$ cat src/design/ficpu_pkg.sv
// Package for the four-instruction CPU step block.
// Holds store sizing constants, opcodes, the register file type, the execute-stage result struct and the address wrap.
// No dependencies.
`default_nettype none

package ficpu_pkg;

  localparam int ProgramDepth = 64;
  localparam int AddrW        = 6;
  localparam int IdxW         = (ProgramDepth > 1) ? $clog2(ProgramDepth) : 1;
  localparam logic [AddrW:0] DepthLim = (AddrW + 1)'(ProgramDepth);

  typedef enum logic [1:0] {
    OpAdd = 2'b00,
    OpAnd = 2'b01,
    OpNot = 2'b10,
    OpBnz = 2'b11
  } op_t;

  typedef logic [3:0][7:0] regfile_t;

  typedef struct packed {
    logic             wr_en;
    logic [1:0]       dest;
    logic [7:0]       result;
    logic             zero;
    logic [AddrW-1:0] next_pc;
  } exec_res_t;

  function automatic logic [AddrW-1:0] wrap_addr(input logic [AddrW:0] addr);
    logic [AddrW-1:0] res;
    res = (addr < DepthLim) ? addr[AddrW-1:0] : '0;
    return res;
  endfunction

endpackage

`default_nettype wire

$ cat src/design/four_instruction_cpu_step_top.sv
// Four-instruction 8-bit CPU: one load or one step transaction per cycle while in_ready is high.
// A step result appears in the output register in the cycle after acceptance.
// The store is read at the next program counter every cycle, so the word
// for the following step is ready without a bubble; a load to that address
// is forwarded. Reset clears registers, zero flag, counter and output valid;
// store contents stay undefined until loaded. Depends on ficpu_pkg, ficpu_exec.
`default_nettype none

module four_instruction_cpu_step_top
  import ficpu_pkg::*;
(
  input  wire logic             clk,
  input  wire logic             rst,
  input  wire logic             in_valid,
  output logic                  in_ready,
  input  wire logic             action,
  input  wire logic [AddrW-1:0] load_address,
  input  wire logic [7:0]       instruction_word,
  output logic                  out_valid,
  input  wire logic             out_ready,
  output logic [AddrW-1:0]      executed_address,
  output logic [7:0]            executed_word,
  output logic [AddrW-1:0]      next_address,
  output logic                  zero_flag,
  output logic [7:0]            reg_zero,
  output logic [7:0]            reg_one,
  output logic [7:0]            reg_two,
  output logic [7:0]            reg_three
);

  logic [7:0]       store [ProgramDepth];
  logic [7:0]       rd;
  logic             byp_valid;
  logic [7:0]       byp_data;

  logic [AddrW-1:0] pc;
  logic [AddrW-1:0] pc_next;
  regfile_t         regs;
  regfile_t         regs_next;
  logic             zero;
  logic             zero_next;

  logic             in_acc;
  logic             step_fire;
  logic             load_fire;
  logic [7:0]       word;
  exec_res_t        ex;

  assign in_ready  = !out_valid || out_ready;
  assign in_acc    = in_valid && in_ready;
  assign step_fire = in_acc && action;
  assign load_fire = in_acc && !action && ({1'b0, load_address} < DepthLim);
  assign word      = byp_valid ? byp_data : rd;

  ficpu_exec u_exec (
    .word (word),
    .here (pc),
    .regs (regs),
    .zero (zero),
    .res  (ex)
  );

  always_comb begin
    regs_next = regs;
    zero_next = zero;
    pc_next   = pc;
    if (step_fire) begin
      pc_next   = ex.next_pc;
      zero_next = ex.zero;
      if (ex.wr_en) begin
        regs_next[ex.dest] = ex.result;
      end
    end
    if (rst) begin
      pc_next = '0;
    end
  end

  // store: one write port, one registered read at the upcoming counter
  always_ff @(posedge clk) begin
    if (load_fire) begin
      store[load_address[IdxW-1:0]] <= instruction_word;
    end
    rd       <= store[pc_next[IdxW-1:0]];
    byp_data <= instruction_word;
  end

  always_ff @(posedge clk) begin
    if (rst) begin
      pc        <= '0;
      regs      <= '0;
      zero      <= 1'b0;
      byp_valid <= 1'b0;
      out_valid <= 1'b0;
    end else begin
      pc        <= pc_next;
      regs      <= regs_next;
      zero      <= zero_next;
      byp_valid <= load_fire && (load_address == pc_next);
      out_valid <= step_fire || (out_valid && !out_ready);
    end
  end

  always_ff @(posedge clk) begin
    if (step_fire) begin
      executed_address <= pc;
      executed_word    <= word;
      next_address     <= pc_next;
      zero_flag        <= zero_next;
      reg_zero         <= regs_next[0];
      reg_one          <= regs_next[1];
      reg_two          <= regs_next[2];
      reg_three        <= regs_next[3];
    end
  end

endmodule

`default_nettype wire

$ cat src/design/ficpu_exec.sv
// Decode and ALU for one instruction word.
// Depends on ficpu_pkg (opcodes, result struct, address wrap).
`default_nettype none

module ficpu_exec
  import ficpu_pkg::*;
(
  input  wire logic [7:0]       word,
  input  wire logic [AddrW-1:0] here,
  input  wire regfile_t         regs,
  input  wire logic             zero,
  output exec_res_t             res
);

  op_t        op;
  logic [1:0] s1;
  logic [1:0] s2;
  logic [7:0] a;
  logic [7:0] b;
  logic [AddrW-1:0] seq_pc;

  assign op     = op_t'(word[7:6]);
  assign s1     = word[5:4];
  assign s2     = word[3:2];
  assign a      = regs[s1];
  assign b      = regs[s2];
  assign seq_pc = wrap_addr({1'b0, here} + (AddrW + 1)'(1));

  always_comb begin
    res.dest    = word[1:0];
    res.wr_en   = 1'b1;
    res.next_pc = seq_pc;
    case (op)
      OpAdd:   res.result = a + b;
      OpAnd:   res.result = a & b;
      OpNot:   res.result = ~a;
      OpBnz: begin
        res.result = 8'h00;
        res.wr_en  = 1'b0;
        if (!zero) begin
          res.next_pc = wrap_addr({1'b0, word[AddrW-1:0]});
        end
      end
      default: res.result = 8'h00;
    endcase
    res.zero = res.wr_en ? (res.result == 8'h00) : zero;
  end

endmodule

`default_nettype wire

$ cat config.mk
export PLATFORM = sky130hd
export DESIGN_NAME = four_instruction_cpu_step_top
export DESIGN_NICKNAME = d
export VERILOG_FILES = /design/src/design/ficpu_pkg.sv /design/src/design/four_instruction_cpu_step_top.sv /design/src/design/ficpu_exec.sv
export SDC_FILE = /design/constraint.sdc
export NUM_CORES = 1
export LEC_CHECK = 0
export BUFFER_PORTS_ARGS = -buffer_cell sky130_fd_sc_hd__buf_2
export CORE_UTILIZATION = 45
export CTS_CLUSTER_DIAMETER = 100
export CTS_CLUSTER_SIZE = 16
export DETAILED_ROUTE_END_ITERATION = 7
export GPL_TIMING_DRIVEN = 1
export MAX_ROUTING_LAYER = met4
export PLACE_DENSITY_LB_ADDON = 0.1
export SLEW_MARGIN = 20
export SYNTH_ARGS = -nofsm -noshare
export SYNTH_HDL_FRONTEND = slang
export SYNTH_HIERARCHICAL = 1
export SYNTH_SLANG_ARGS = --single-unit
$ cat constraint.sdc
create_clock -name clk -period 3.93 [get_ports clk]
set_input_delay 0.9825 -clock clk [delete_from_list [all_inputs] [get_ports clk]]
set_output_delay 0.9825 -clock clk [all_outputs]
set_load 0.01 [all_outputs]
# After elaboration in Yosys (flattened, before gate mapping)
# Memories as Yosys holds them, arrays and structs flattened. A register that Yosys moved wholly into a read port is not among the register bits.
# Cells that the tools add are included.
[word_totals] register_bits=102 ramBits=512 input_bits=19 output_inout_bits=55 word_cells=64 mem_count=1
[classes] addsub=2 magnitude_cmp=5 n_eq_ne=4 mux=20 n_bitwise=2 reduce_logical=13
[memory_table] name="store" words=64 width=8 rd=1 rd_ports_with_merged_regs=1 write_ports=1 line="four_instruction_cpu_step_top.sv:31" rtl="logic [7:0] store [ProgramDepth];"
[op_table] cell="$mux 32" count=2
[op_table] cell="$bmux 8 s2" count=2
[op_table] cell="$bwmux 32" count=1
[op_table] cell="$mux 8" count=4
[op_table] cell="$pmux 8 s4" count=1
[op_table] cell="$mux 6" count=5
[op_table] cell="$demux 8 s2" count=1
[op_table] cell="$lt 2x3->1 const B" count=3
[op_table] cell="$add 8x8->8" count=1
[op_table] cell="$and 8x8->8" count=1
[op_table] cell="$logic_not 8->1" count=1
[op_table] cell="$not 8->8" count=1
[op_table] cell="$add 6x1->7 const B" count=1
[op_table] cell="$lt 7x7->1 const B" count=1
[op_table] cell="$eq 6x6->1" count=1
[op_table] cell="$logic_and 1x1->1" count=6
[op_table] cell="$eq 2x2->1 const B" count=2
[op_table] cell="$mux 1" count=4
[op_table] cell="$logic_not 1->1" count=3
[op_table] cell="$eq 2x1->1 const B" count=1
[op_table] cell="$ge 2x1->1 const B" count=1
[op_table] cell="$logic_not 2->1" count=1
[op_table] cell="$logic_or 1x1->1" count=2

# Depth between registers and ports, before layout
[depth] depth_word=9 depth_mapped=17 ltp_nobuf=12

# By module
# Netlist, hierarchy kept.
[modules_own_cells] module="four_instruction_cpu_step_top" instances=1 cells_each=1659 area_per_inst_um2=24777.5 seq_area_each_um2=18107.4
[modules_own_cells] module="ficpu_exec" instances=1 cells_each=116 area_per_inst_um2=1098.6 seq_area_each_um2=0.0

# Worst setup path after synthesis
# OpenSTA, ideal clock, no wires.
[synth_path] path_kind="register to register" startpoint="reg byp_valid" endpoint="reg zero_flag (data pin)" setup_time_ns=0.134 t_arrival_ns=3.713 t_required_ns=3.796 path_slack_ns=0.083 path_stages_with_launch=15 path_buffers=2 period_less_slack_ns=3.847 path_cell_list="dfxtp_1 clkbuf_1 mux2_2 clkbuf_1 mux4_2 ha_1 fa_1 xor2_1 nor4b_1 nor2_1 a32o_1 or3_1 nor4_2 nand2_1 nand2_1"
[synth_rtl] element="start: declaration" line="four_instruction_cpu_step_top.sv:33" rtl="logic byp_valid;"
[synth_rtl] element="start signal: assignment" line="four_instruction_cpu_step_top.sv:99" rtl="byp_valid <= load_fire && (load_address == pc_next);"
[synth_rtl] element="end signal: assignment" line="four_instruction_cpu_step_top.sv:109" rtl="zero_flag <= zero_next;"
[synth_rtl] element="end: declaration" line="four_instruction_cpu_step_top.sv:24" rtl="output logic zero_flag,"

==> impl_metrics.yaml <==
power_and_ir_drop:
  sw_frac_of_total_pct: 24.7
  power_w: 0.0133
  switchingPower_w: 0.00328
  clkPwrFrac_pct: 32.4
  peakVddDrop_mv: 0.315
  p_leak_nw: 9.99
  p_per_area_nw_per_um2: 451
  internal-power_w: 0.0100
  p_seq_share_pct: 55.2
  pwr-share-comb_pct: 12.4
critical_path:
  path_class: "register to register"
  cp_data_arrival_time_ps: 4140
  crit-reg2reg-launch: "byp_valid"
  crit_fanout: 41
  r2r_slack_ps: 240
  start_kind: "register"
  r2r-end: "rd[6]"
  reg2reg_depth: 13
  critPathRequiredTime_ps: 4380
  worst_setup_path_end_kind: "register"
status:
  outcome: "complete, no violations"
synth:
  synth_warnings: 6
  synth_area_um2: 25900
  async_flop_share_pct: 0
  synth_cell_types: 72
  synth_nets: 1804
  yosysSeqAreaShare_pct: 70.0
  ys_ff_latch: 622
  synth_edf_count: 565
  synth_area_per_cell_um2: 14.6
  synth_ff_type: "edfxtp_1"
  synthCells: 1775
final_layout:
  drive_above_1_share_pct: 21.8
  diodes: 0
  area_growth_pct: 14.0
  final_net_count: 1958
  fin_cells: 2710
routing:
  ant_nets: 0
  drt-total-wl_um: 72300
  vias_per_cell: 6.05
  drc_errors: 0
  drt-initial-drc-count: 1765
  drt_pre_antenna_iters: 5
  routedWlPerCell_um: 26.7
  vias: 16400
floorplan:
  initial_core_util_pct: 45.7
  core_region_area_um2: 56600
  die-area_um2: 58500
  fp.dieH_um: 242
  std_cell_rows: 87
  die_x_um: 242
  num_io_pins: 74
global_routing:
  grt_pass1_wl_um: 107000
  antenna_found_initial: 4
  grt_util_all_layers_pct: 25.3
  grt_pass1_vias: 16000
  grt_max_degree: 77
  grt_overflow: 0
timing:
  hold_viol: 0
  fin_hold_ws_ps: 515
  rsz0062_at_grt: "no"
  layout_worst_path_cycle_share_pct: 93.8
  fin_ws_ps: 243
  tightest_slew_ps: 780
  slew_headroom_pct: 48.0
  min_period_ps: 3690
  fin_skew_ps: 18.3
  max_freq_ghz: 0.271
  setup_viol: 0
  final_max_slew_viol_count: 0
worst_hold_path:
  hold_path_class: "register to register"
  holdPathStages: 0
  hold_end: "executed_address[5]"
  hp-start: "pc[5]"
clock_network:
  cts_setup_buffers: 0
  clock_path_buffers: 3
  cts-root-buf: "clkbuf_16"
  htreeDepth: 2
  clkTransAtPathRegs_ps: 70
  worstSkewPairLatency_ps: 600
  numCtsBuffers: 44
  cts_tree: "done"
  cts.sink_count: 622
job:
  maxCapViolations: 0
placement:
  portBuffers: 73
  dpl.hpwl_um: 45600
  gp_congestion: 0.873
  place_ws_ps: -146
  dpl.cell_count: 2638
[synthesized netlist by cell type, types with 3 or more instances]
cell,number,area (um^2)
a211oi_1,194,1460
a21o_1,5,37.5
a21oi_1,19,95.1
a31o_1,34,298
a31o_2,30,263
and2_1,32,200
and3_1,195,1220
buf_1,11,41.3
buf_2,41,205
buf_4,4,30.0
buf_6,7,78.8
clkbuf_1,79,297
dfxtp_1,57,1140
edfxtp_1,565,17000
ha_1,9,113
inv_1,6,22.5
mux2_2,40,450
mux2i_1,13,130
mux4_1,3,78.8
mux4_2,13,293
nand2_1,29,109
nand2_2,3,18.8
nand3_1,75,375
nand3b_1,3,22.5
nor2_1,73,274
nor2b_1,6,37.5
nor4_1,74,463
nor4_2,11,138
o21ai_0,71,355
o22ai_1,7,43.8
xnor2_1,3,26.3
xor2_1,9,78.8
[stage by stage]
step / utilization [%] / setup TNS (ps) / area, um^2
floorplan: - / 0 / 25900
global placement: 49.8 / -136 / 28200
detailed placement: 49.8 / -165 / 28200
CTS: 52.0 / 0 / 29400
global route: 52.1 / 0 / 29500
finish: 52.1 / 0 / 29500
[layer usage]
metal | vias to the layer above | global-route usage (%) | wire, um
met3 | 87 | 4.50 | 5350
met1 | 8302 | 36.9 | 33000
li1 | 7388 | - | -
met5 | - | - | 0
met4 | 0 | 5.86 | 1510
met2 | 605 | 37.0 | 32400
[cell families (layout without fill, tap and decap cells)]
group,Yosys count,count (layout),synth area share (%)
AOI/OAI and AO/OA,384,384,10.7
xor gates and xnor gates,12,12,0.406
adders and majority gates,10,10,0.513
buffers and inverters,151,330,2.66
DFF,622,622,70.0
muxes,71,71,3.77
and+or+nand+nor,525,525,11.9
[cell usage in the layout (no fill, tap or decap), types with 56 or more instances in the layout]
cell and count:
buf_4 157, and3_1 194, buf_2 71, dfxtp_1 56, edfxtp_1 565, nor4_1 67
nor2_1 72, o21ai_0 71, nand3_1 75, a211oi_1 193
[sequential cells by signal, indices dropped and copies added (netlist names), 6 cells and up]
signal,cells
store,512
regs,32
byp_data,8
executed_word,8
rd,8
reg_one,8
reg_three,8
reg_two,8
reg_zero,8
executed_address,6
next_address,6
pc,6
[worst max path at each step]
stage | startpoint | to | slack, ps | cells after the start
after floorplan | byp_valid | zero_flag | 80 | 14
after global routing | byp_valid | zero | 40 | 13
final | byp_valid | rd[6] | 240 | 13
after detailed placement | byp_valid | rd[5] | -150 | 14
after global placement | byp_valid | rd[5] | -140 | 13
after CTS | byp_valid | rd[6] | 30 | 15
[worst max-delay path, cell delays in order, from the launching register on]
cell      delay, ps
dfxtp_2         390
mux2_2          360
nand2_1         130
nor2_2          100
o21ai_0         490
nand4_1         250
a21o_2          290
buf_12          200
buf_4           200
a211oi_1        310
nor4_1          130
nor4_2          440
buf_4           180
mux2i_1          70
[layout make-up]
class	count	area [um^2]
fillers	4776	27100
flip-flops and latches	622	18100
multi-input cells	1002	7190
repair buffers	251	1990
clock buffers	70	1220
well taps	756	946
inverters	8	32.5
clock inverters	1	3.75
[power by group through the flow]
stage	clock network [W]	registers (W)	logic [W]
floorplan	0	0.00750	0.000890
global placement	0	0.00749	0.00162
detailed placement	0	0.00750	0.00162
CTS	0.00441	0.00734	0.00163
global route	0.00464	0.00735	0.00176
finish	0.00431	0.00735	0.00165
[timing repair]
item	in CTS	in global routing
hold buffers	0	0
gates resized for setup	4	10
endpoints found under the setup margin	4	10
No activity file was read; power rests on OpenSTA's default activity.
